**src/jrdz_pkg.sv**
```systemverilog
// Package: constants, types and helper functions for the radial dead-zone core.
`timescale 1ns / 1ps
`default_nettype none
package jrdz_pkg;

	localparam int CORDIC_STEPS  = 16;
	localparam int FRACTION_BITS = 15;
	localparam int GUARD_BITS    = 8;
	localparam int DIV_BITS      = FRACTION_BITS + 1;
	// datapath width: Q1.15 scaled by guard bits, with headroom for CORDIC growth
	localparam int DW            = 16 + GUARD_BITS + 3;
	localparam int CFG_IDX_W     = 1;

	localparam logic [31:0] INV_GAIN     = 32'h26DD3B6A;
	localparam logic [31:0] HALF_TURN    = 32'h80000000;
	localparam logic [31:0] QUARTER_TURN = 32'h40000000;

	localparam logic [CFG_IDX_W-1:0] REG_INNER = 1'b0;
	localparam logic [CFG_IDX_W-1:0] REG_OUTER = 1'b1;

	typedef logic signed [DW-1:0] dp_t;

	// how the remapped length is produced
	typedef enum logic [1:0] {
		REMAP_DIV  = 2'd0,
		REMAP_ZERO = 2'd1,
		REMAP_ONE  = 2'd2
	} remap_mode_t;

	function automatic logic [31:0] atan_turn(input int i);
		logic [31:0] a;
		begin
			case (i)
				0: a = 32'h20000000;
				1: a = 32'h12E4051E;
				2: a = 32'h09FB385B;
				3: a = 32'h051111D4;
				4: a = 32'h028B0D43;
				5: a = 32'h0145D7E1;
				6: a = 32'h00A2F61E;
				7: a = 32'h00517C55;
				8: a = 32'h0028BE53;
				9: a = 32'h00145F2F;
				10: a = 32'h000A2F98;
				11: a = 32'h000517CC;
				12: a = 32'h00028BE6;
				13: a = 32'h000145F3;
				14: a = 32'h0000A2FA;
				15: a = 32'h0000517D;
				16: a = 32'h000028BE;
				17: a = 32'h0000145F;
				18: a = 32'h00000A30;
				19: a = 32'h00000518;
				20: a = 32'h0000028C;
				21: a = 32'h00000146;
				22: a = 32'h000000A3;
				23: a = 32'h00000051;
				default: a = 32'h0;
			endcase
			return a;
		end
	endfunction

	// signed value times 1/K, rounded half up, arithmetic shift by 30
	function automatic dp_t inv_gain(input dp_t v);
		logic signed [DW+32:0] p;
		begin
			p = $signed({{33{v[DW-1]}}, v}) * $signed({1'b0, INV_GAIN})
				+ $signed((DW+33)'(64'sd1 <<< 29));
			return dp_t'(p >>> 30);
		end
	endfunction

	// round off guard bits and saturate to 16 bits signed
	function automatic logic [15:0] round_sat(input dp_t v);
		dp_t r;
		begin
			r = (v + dp_t'(1 <<< (GUARD_BITS - 1))) >>> GUARD_BITS;
			if (r > dp_t'(32767))
				return 16'h7FFF;
			else if (r < -dp_t'(32768))
				return 16'h8000;
			else
				return r[15:0];
		end
	endfunction

endpackage
`default_nettype wire

```
**src/jrdz_cordic_stage.sv**
```systemverilog
// One pipelined CORDIC micro-rotation (vectoring or rotating mode).
`timescale 1ns / 1ps
`default_nettype none
module jrdz_cordic_stage (
	input  wire logic            clk,
	input  wire logic            en,
	input  wire logic            vectoring,
	input  wire logic [4:0]      step,
	input  wire jrdz_pkg::dp_t   x_in,
	input  wire jrdz_pkg::dp_t   y_in,
	input  wire logic [31:0]     z_in,
	output jrdz_pkg::dp_t        x_q,
	output jrdz_pkg::dp_t        y_q,
	output logic [31:0]          z_q
);
	jrdz_pkg::dp_t dx, dy;
	logic [31:0]   at;
	logic          up;

	// vectoring steers on sign of y, rotating on sign of residual angle
	always_comb begin
		dx = x_in >>> step;
		dy = y_in >>> step;
		at = jrdz_pkg::atan_turn(int'(step));
		up = vectoring ? !y_in[jrdz_pkg::DW-1] : !z_in[31];
	end

	always_ff @(posedge clk) begin
		if (en) begin
			if (vectoring) begin
				x_q <= up ? x_in + dy : x_in - dy;
				y_q <= up ? y_in - dx : y_in + dx;
				z_q <= up ? z_in + at : z_in - at;
			end else begin
				x_q <= up ? x_in - dy : x_in + dy;
				y_q <= up ? y_in + dx : y_in - dx;
				z_q <= up ? z_in - at : z_in + at;
			end
		end
	end
endmodule
`default_nettype wire

```
**config.mk**
```make
export PLATFORM = sky130hd
export DESIGN_NAME = jrdz_cordic_stage
export DESIGN_NICKNAME = d
export VERILOG_FILES = /design/src/jrdz_pkg.sv /design/src/jrdz_cordic_stage.sv
export SDC_FILE = /design/constraint.sdc
export NUM_CORES = 1
export LEC_CHECK = 0
export CAP_MARGIN = 20
export CORE_ASPECT_RATIO = 0.9
export CORE_MARGIN = 3
export CORE_UTILIZATION = 45
export DETAILED_ROUTE_END_ITERATION = 8
export DONT_BUFFER_PORTS = 1
export PLACE_DENSITY = 0.68
export SLEW_MARGIN = 30
export SYNTH_ARGS = -nofsm -noshare
export SYNTH_HDL_FRONTEND = slang
export SYNTH_SLANG_ARGS = --single-unit
export TNS_END_PERCENT = 5
```
**constraint.sdc**
```tcl
create_clock -name clk -period 4.5 [get_ports clk]
set_input_delay 0.675 -clock clk [delete_from_list [all_inputs] [get_ports clk]]
set_output_delay 0.675 -clock clk [all_outputs]
set_load 0.05 [all_outputs]
```
==> flow_metrics.env, run 1 <==
export IMPL_wl_mm=48.0
export IMPL_layout_drive_gt1_share=0.113
export IMPL_dieArea_um2=36100
export IMPL_syn_area_um2=15300
export IMPL_dr_total_vias=14800
export IMPL_areaGrowthSynthToFinish_pct=8.24
export IMPL_ys_warn_count=0
export IMPL_status="complete, no violations"
export IMPL_clockBufferDepth=2
export IMPL_ys_ff_latch=86
export IMPL_setup_viol=0
export IMPL_fin_nets=2271
export IMPL_hp_class="in -> reg"
export IMPL_die_h_um=181
export IMPL_tightest_slew_ns=0.635
export IMPL_ys_flop_type="edfxtp_1"
export IMPL_grt_pass1_vias=14200
export IMPL_syn_avg_cell_area_um2=7.64
export IMPL_rsz0062_at_grt="true"
export IMPL_cap_violations=0
export IMPL_slew_viol_final=0
export IMPL_path_class="in -> reg"
export IMPL_clock_sinks=86
export IMPL_synth_net_count=2276
export IMPL_cts_hold_buf=0
export IMPL_die_width_um=200
export IMPL_viasPerCell=6.03
export IMPL_hold_ws_ns=0.417
export IMPL_gr_usage_all_layers=0.261
export IMPL_io_buffers=0
export IMPL_async_flop_share=0
export IMPL_sw_frac_of_total=0.473
export IMPL_final_cells=2450
export IMPL_antenna_left=0
export IMPL_pwr_share_seq=0.370
export IMPL_synth_cell_types=95
export IMPL_cp_max_fo=73
export IMPL_grt_pass1_wl_mm=76.3
export IMPL_firstDrtPassIters=6
export IMPL_hpwlAfterDp_mm=37.6
export IMPL_clkSlewWorstSetupHoldPaths_ns=0.08
export IMPL_row_count=63
export IMPL_io_pins=180
export IMPL_place_congestion=0.960
export IMPL_power_density_nw_per_um2=297
export IMPL_grt_overflow_total=0
export IMPL_fill_cells=3324
export IMPL_cts_buffers=9
export IMPL_synthTopCellsByCount="a21oi_1 (214), nand2_1 (197), nor2_1 (183)"
export IMPL_place_inst=2434
export IMPL_synth_seq_area_share=0.169
export IMPL_grt_max_degree=133
export IMPL_cts_root_buffer="clkbuf_16"
export IMPL_critPathCaptureType="flop"
export IMPL_core_area_um2=33200
export IMPL_drc=0
export IMPL_fin_crit_sh=0.958
export IMPL_p_clk_frac=0.163
export IMPL_p_leak_nw=7.13
export IMPL_synth_area_leaders="edfxtp_1 (17%), ha_1 (15%), a21oi_1 (7.0%), mux4_2 (5.3%), nand2_1 (4.8%)"
export IMPL_diodes=0
export IMPL_hold_viol=0
export IMPL_start_util=0.460
export IMPL_detail_route_iter0_violations=1155
export IMPL_p_sw_mw=2.32
export IMPL_cp_required_ns=4.62
export IMPL_fmax_mhz=232
export IMPL_endpoint="y_q[25]$_DFFE_PP_"
export IMPL_post_drt_wl_per_cell_um=19.6
export IMPL_layout_min_cycle_time_ns=4.31
export IMPL_slew_headroom=0.567
export IMPL_critPathLaunch="step[1]"
export IMPL_start_kind="input port"
export IMPL_synth_edf_count=86
export IMPL_synth_area_leader_cell="edfxtp_1"
export IMPL_netlist_instances=1995
export IMPL_pwr_share_comb=0.467
export IMPL_arrival_ns=4.43
export IMPL_synth_top_cell_area_share=0.169
export IMPL_p_int_mw=2.58
export IMPL_cts_tree="yes"
export IMPL_peakVddDrop_mv=0.194
export IMPL_antenna_found_initial=0
export IMPL_htree_levels=3
export IMPL_yosysMostFrequentCell="a21oi_1"
[power by group through the flow]
stage / Clock [mW] / Combinational (mW) / Sequential, mW
4_1_cts: 0.837 / 2.26 / 1.82
3_5_place_dp: 0 / 2.24 / 1.83
3_3_place_gp: 0 / 2.22 / 1.84
5_1_grt: 0.865 / 2.54 / 1.83
6_report: 0.799 / 2.29 / 1.81
2_1_floorplan: 0 / 1.70 / 1.79
[per-layer routing]
metal | vias to the layer above | global-route usage | routed length (µm)
li1 | 7149 | - | -
met1 | 7023 | 0.344 | 20600
met2 | 517 | 0.425 | 22400
met3 | 83 | 0.0576 | 3710
met4 | 0 | 0.0823 | 1340
met5 | - | 0 | 0
[worst max-delay path, stage by stage]
cell	delay (ns)
mux2_2	0.33
o21ai_0	0.26
nor2_1	0.07
a211oi_1	0.29
a211oi_1	0.09
a21oi_1	0.31
ha_1	0.31
nand2b_1	0.18
a221oi_2	0.27
o31ai_1	0.13
o41a_1	0.37
o21ba_1	0.24
a211oi_2	0.34
buf_4	0.17
a211o_1	0.11
o211ai_1	0.10
xor2_1	0.15
[sequential cells by signal, summed over array words and instances (netlist names)]
| register | flops |
|---|---|
| x_q | 27 |
| y_q | 27 |
| z_q | 32 |
[timing repair]
action,CTS,global route
gates resized for setup,0,4
endpoints found under the setup margin,0,6
setup buffers,0,0
[cells in the final DEF (no fill, tap or decap), types with 19 or more instances in the layout]
cell type	netlist	final
o31ai_1	20	19
ha_1	181	181
a21o_1	38	38
inv_1	161	160
xnor2_1	67	67
buf_4	0	110
edfxtp_1	86	86
nand2_1	197	197
o21a_1	43	43
o21ai_0	131	131
nand2b_1	32	32
nand3_1	29	29
xor2_1	21	21
nor2b_1	31	31
nor2_1	183	183
mux4_2	36	36
a211oi_1	32	32
a21oi_1	214	214
nor3_1	33	33
mux2i_1	39	38
[layout make-up]
class / count / area (µm²) / share of cell area
Inverter: 163 / 613 / 0.0371
Sequential cell: 86 / 2580 / 0.156
Clock inverter: 7 / 73.8 / 0.00447
Tap cell: 455 / 569 / 0.0345
Multi-Input combinational cell: 1618 / 11600 / 0.701
Timing Repair Buffer: 112 / 866 / 0.0524
Clock buffer: 9 / 225 / 0.0136
[stage by stage]
| stage | worst slack (ns) | power [mW] | TNS (ns) | instance area (µm²) | utilization |
|---|---|---|---|---|---|
| after floorplan | -0.0397 | 3.49 | -0.107 | 15300 | - |
| after global placement | -0.0897 | 4.06 | -0.306 | 16200 | 0.488 |
| after detailed placement | -0.111 | 4.07 | -0.646 | 16200 | 0.488 |
| after CTS | 0.268 | 4.92 | 0 | 16500 | 0.497 |
| after global routing | -0.0271 | 5.23 | -0.0271 | 16500 | 0.497 |
| final | 0.188 | 4.90 | 0 | 16500 | 0.497 |
[how the worst min path moves through the flow]
stage,endpoint,start,cells past startpoint
5_1_grt,x_q[20]$_DFFE_PP_,en,0
4_1_cts,x_q[17]$_DFFE_PP_,en,0
2_1_floorplan,x_q[0]$_DFFE_PP_,en,0
3_3_place_gp,x_q[19]$_DFFE_PP_,en,0
6_report,x_q[17]$_DFFE_PP_,en,0
3_5_place_dp,x_q[19]$_DFFE_PP_,en,0
[cells by family (layout without fill, tap and decap cells)]
logic type | after synthesis | in the layout | share of synthesized area
flip-flops | 86 | 86 | 0.169
multiplexers | 93 | 93 | 0.0920
XOR/XNOR | 88 | 88 | 0.0505
buffers and inverters | 291 | 291 | 0.0741
adder cells (fa/ha/maj) | 187 | 187 | 0.156
AO/OA/AOI/OAI | 653 | 653 | 0.276
AND/OR/NAND/NOR | 597 | 597 | 0.181
(Power assumes the default switching activity.)
==> run 2: changes to the inputs <==
- PLACE_DENSITY: 0.68 -> unset
==> flow_metrics.env, run 2 (synthesis gave the netlist of run 1 again) <==
export IMPL_cap_violations=0
export IMPL_cts_root_buffer="clkbuf_16"
export IMPL_endpoint="y_q[19]$_DFFE_PP_"
export IMPL_io_buffers=0
export IMPL_wl_mm=49.0
export IMPL_start_kind="input port"
export IMPL_grt_pass1_vias=14100
export IMPL_layout_commonest_cell="a21oi_1"
export IMPL_whs_path_depth=0
export IMPL_start_util=0.460
export IMPL_hpwlAfterDp_mm=38.5
export IMPL_fin_util=0.503
export IMPL_post_route_cell_area_um2=16700
export IMPL_row_count=63
export IMPL_antenna_left=0
export IMPL_clock_sinks=86
export IMPL_finalPower_mw=4.95
export IMPL_met3_usage=0.0538
export IMPL_core_area_um2=33200
export IMPL_slew_viol_final=0
export IMPL_die_h_um=181
export IMPL_critPathCaptureType="flop"
export IMPL_power_density_nw_per_um2=297
export IMPL_diodes=0
export IMPL_antenna_found_initial=0
export IMPL_regMostFlops="z_q"
export IMPL_fin_crit_sh=0.951
export IMPL_clockBufferDepth=2
export IMPL_gr_usage_all_layers=0.267
export IMPL_largest_reg_flops=32
export IMPL_clkSlewWorstSetupHoldPaths_ns=0.07
export IMPL_final_cell_mix="a21oi_1 (214), nand2_1 (197), nor2_1 (183), ha_1 (181), inv_1 (160)"
export IMPL_grt_pass1_wl_mm=77.4
export IMPL_htree_levels=3
export IMPL_placed_area_um2=16400
export IMPL_post_drt_wl_per_cell_um=19.8
export IMPL_critPathLaunch="step[0]"
export IMPL_grtUsageMet2=0.455
export IMPL_fill_cells=3241
export IMPL_slew_headroom=0.596
export IMPL_min_from="en"
export IMPL_fmax_mhz=234
export IMPL_io_pins=180
export IMPL_rsz0062_at_grt="false"
export IMPL_detail_route_iter0_violations=1072
export IMPL_status="complete, no violations"
export IMPL_cts_tree="yes"
export IMPL_viasPerCell=5.94
export IMPL_layout_min_cycle_time_ns=4.28
export IMPL_die_width_um=200
export IMPL_top_regs="z_q (32), x_q (27), y_q (27)"
export IMPL_seqCellArea_um2=2580
export IMPL_cp_max_fo=62
export IMPL_peakVddDrop_mv=0.207
export IMPL_dr_total_vias=14700
export IMPL_grt_overflow_total=0
export IMPL_path_class="in -> reg"
export IMPL_arrival_ns=4.41
export IMPL_place_congestion=0.926
export IMPL_p_leak_nw=7.24
export IMPL_cp_required_ns=4.63
export IMPL_hp_class="in -> reg"
export IMPL_fin_nets=2292
export IMPL_multiInputGateArea_um2=11600
export IMPL_tightest_slew_ns=0.601
export IMPL_hold_viol=0
export IMPL_setup_viol=0
export IMPL_firstDrtPassIters=5
export IMPL_cts_buffers=9
export IMPL_drc=0
export IMPL_grt_max_degree=133
export IMPL_areaGrowthSynthToFinish_pct=9.39
export IMPL_layout_drive_gt1_share=0.123
export IMPL_dieArea_um2=36100
export IMPL_grt_use_met1=0.344
export IMPL_cts_hold_buf=0
export IMPL_busiest_layer="met2"
==> run 2: metrics by stage <==
stage	hold WS, ns	std cells	worst slack, ns	setup TNS [ns]
2_1_floorplan	0.787	1995	-0.0397	-0.107
3_3_place_gp	0.794	2455	-0.125	-0.372
3_5_place_dp	0.796	2455	-0.248	-0.945
4_1_cts	0.381	2471	0.173	0
5_1_grt	0.381	2471	0.00983	0
6_report	0.394	2471	0.218	0
==> run 2: critical path, cell delays in order <==
cell and delay [ns]:
mux4_2 0.52, nand2_1 0.09, o21ai_0 0.10, buf_4 0.15
o21ai_0 0.33, mux2_2 0.26, ha_1 0.24, buf_4 0.16
nor3b_1 0.13, nor2_1 0.09, o31ai_1 0.11, o41a_1 0.37
o21ba_1 0.21, a211oi_2 0.43, o21ai_0 0.13, a31o_1 0.24
xor2_1 0.14
==> run 2: metal layers <==
layer	wire length, µm	vias to the layer above
li1	-	7193
met1	21100	6974
met2	23800	459
met3	3100	53
met4	927	0
met5	0	-
==> run 2: repair_timing <==
action | in CTS | in global routing
hold endpoints to repair | 0 | 0
setup buffers | 0 | 0
endpoints found under the setup margin | 0 | 5
resized for setup | 0 | 6
==> run 2: worst min-delay path by stage <==
stage                   endpoint
2_1_floorplan   x_q[0]$_DFFE_PP_
3_3_place_gp   x_q[21]$_DFFE_PP_
3_5_place_dp   x_q[21]$_DFFE_PP_
4_1_cts        x_q[21]$_DFFE_PP_
5_1_grt        x_q[15]$_DFFE_PP_
6_report       x_q[19]$_DFFE_PP_
==> run 2: final cells by class <==
class / count / area share
clock buffers: 10 / 0.0137
clock inverters: 6 / 0.00428
inverters: 163 / 0.0368
multi-input cells: 1618 / 0.694
flip-flops and latches: 86 / 0.155
well taps: 455 / 0.0341
repair buffers: 133 / 0.0621
==> run 2: power by group <==
group | leakage (nW) | internal [mW] | switching [mW] | total, mW
sequential | 0.842 | 1.14 | 0.666 | 1.81
clock | 0.139 | 0.434 | 0.380 | 0.814
combinational | 6.26 | 1.03 | 1.30 | 2.33
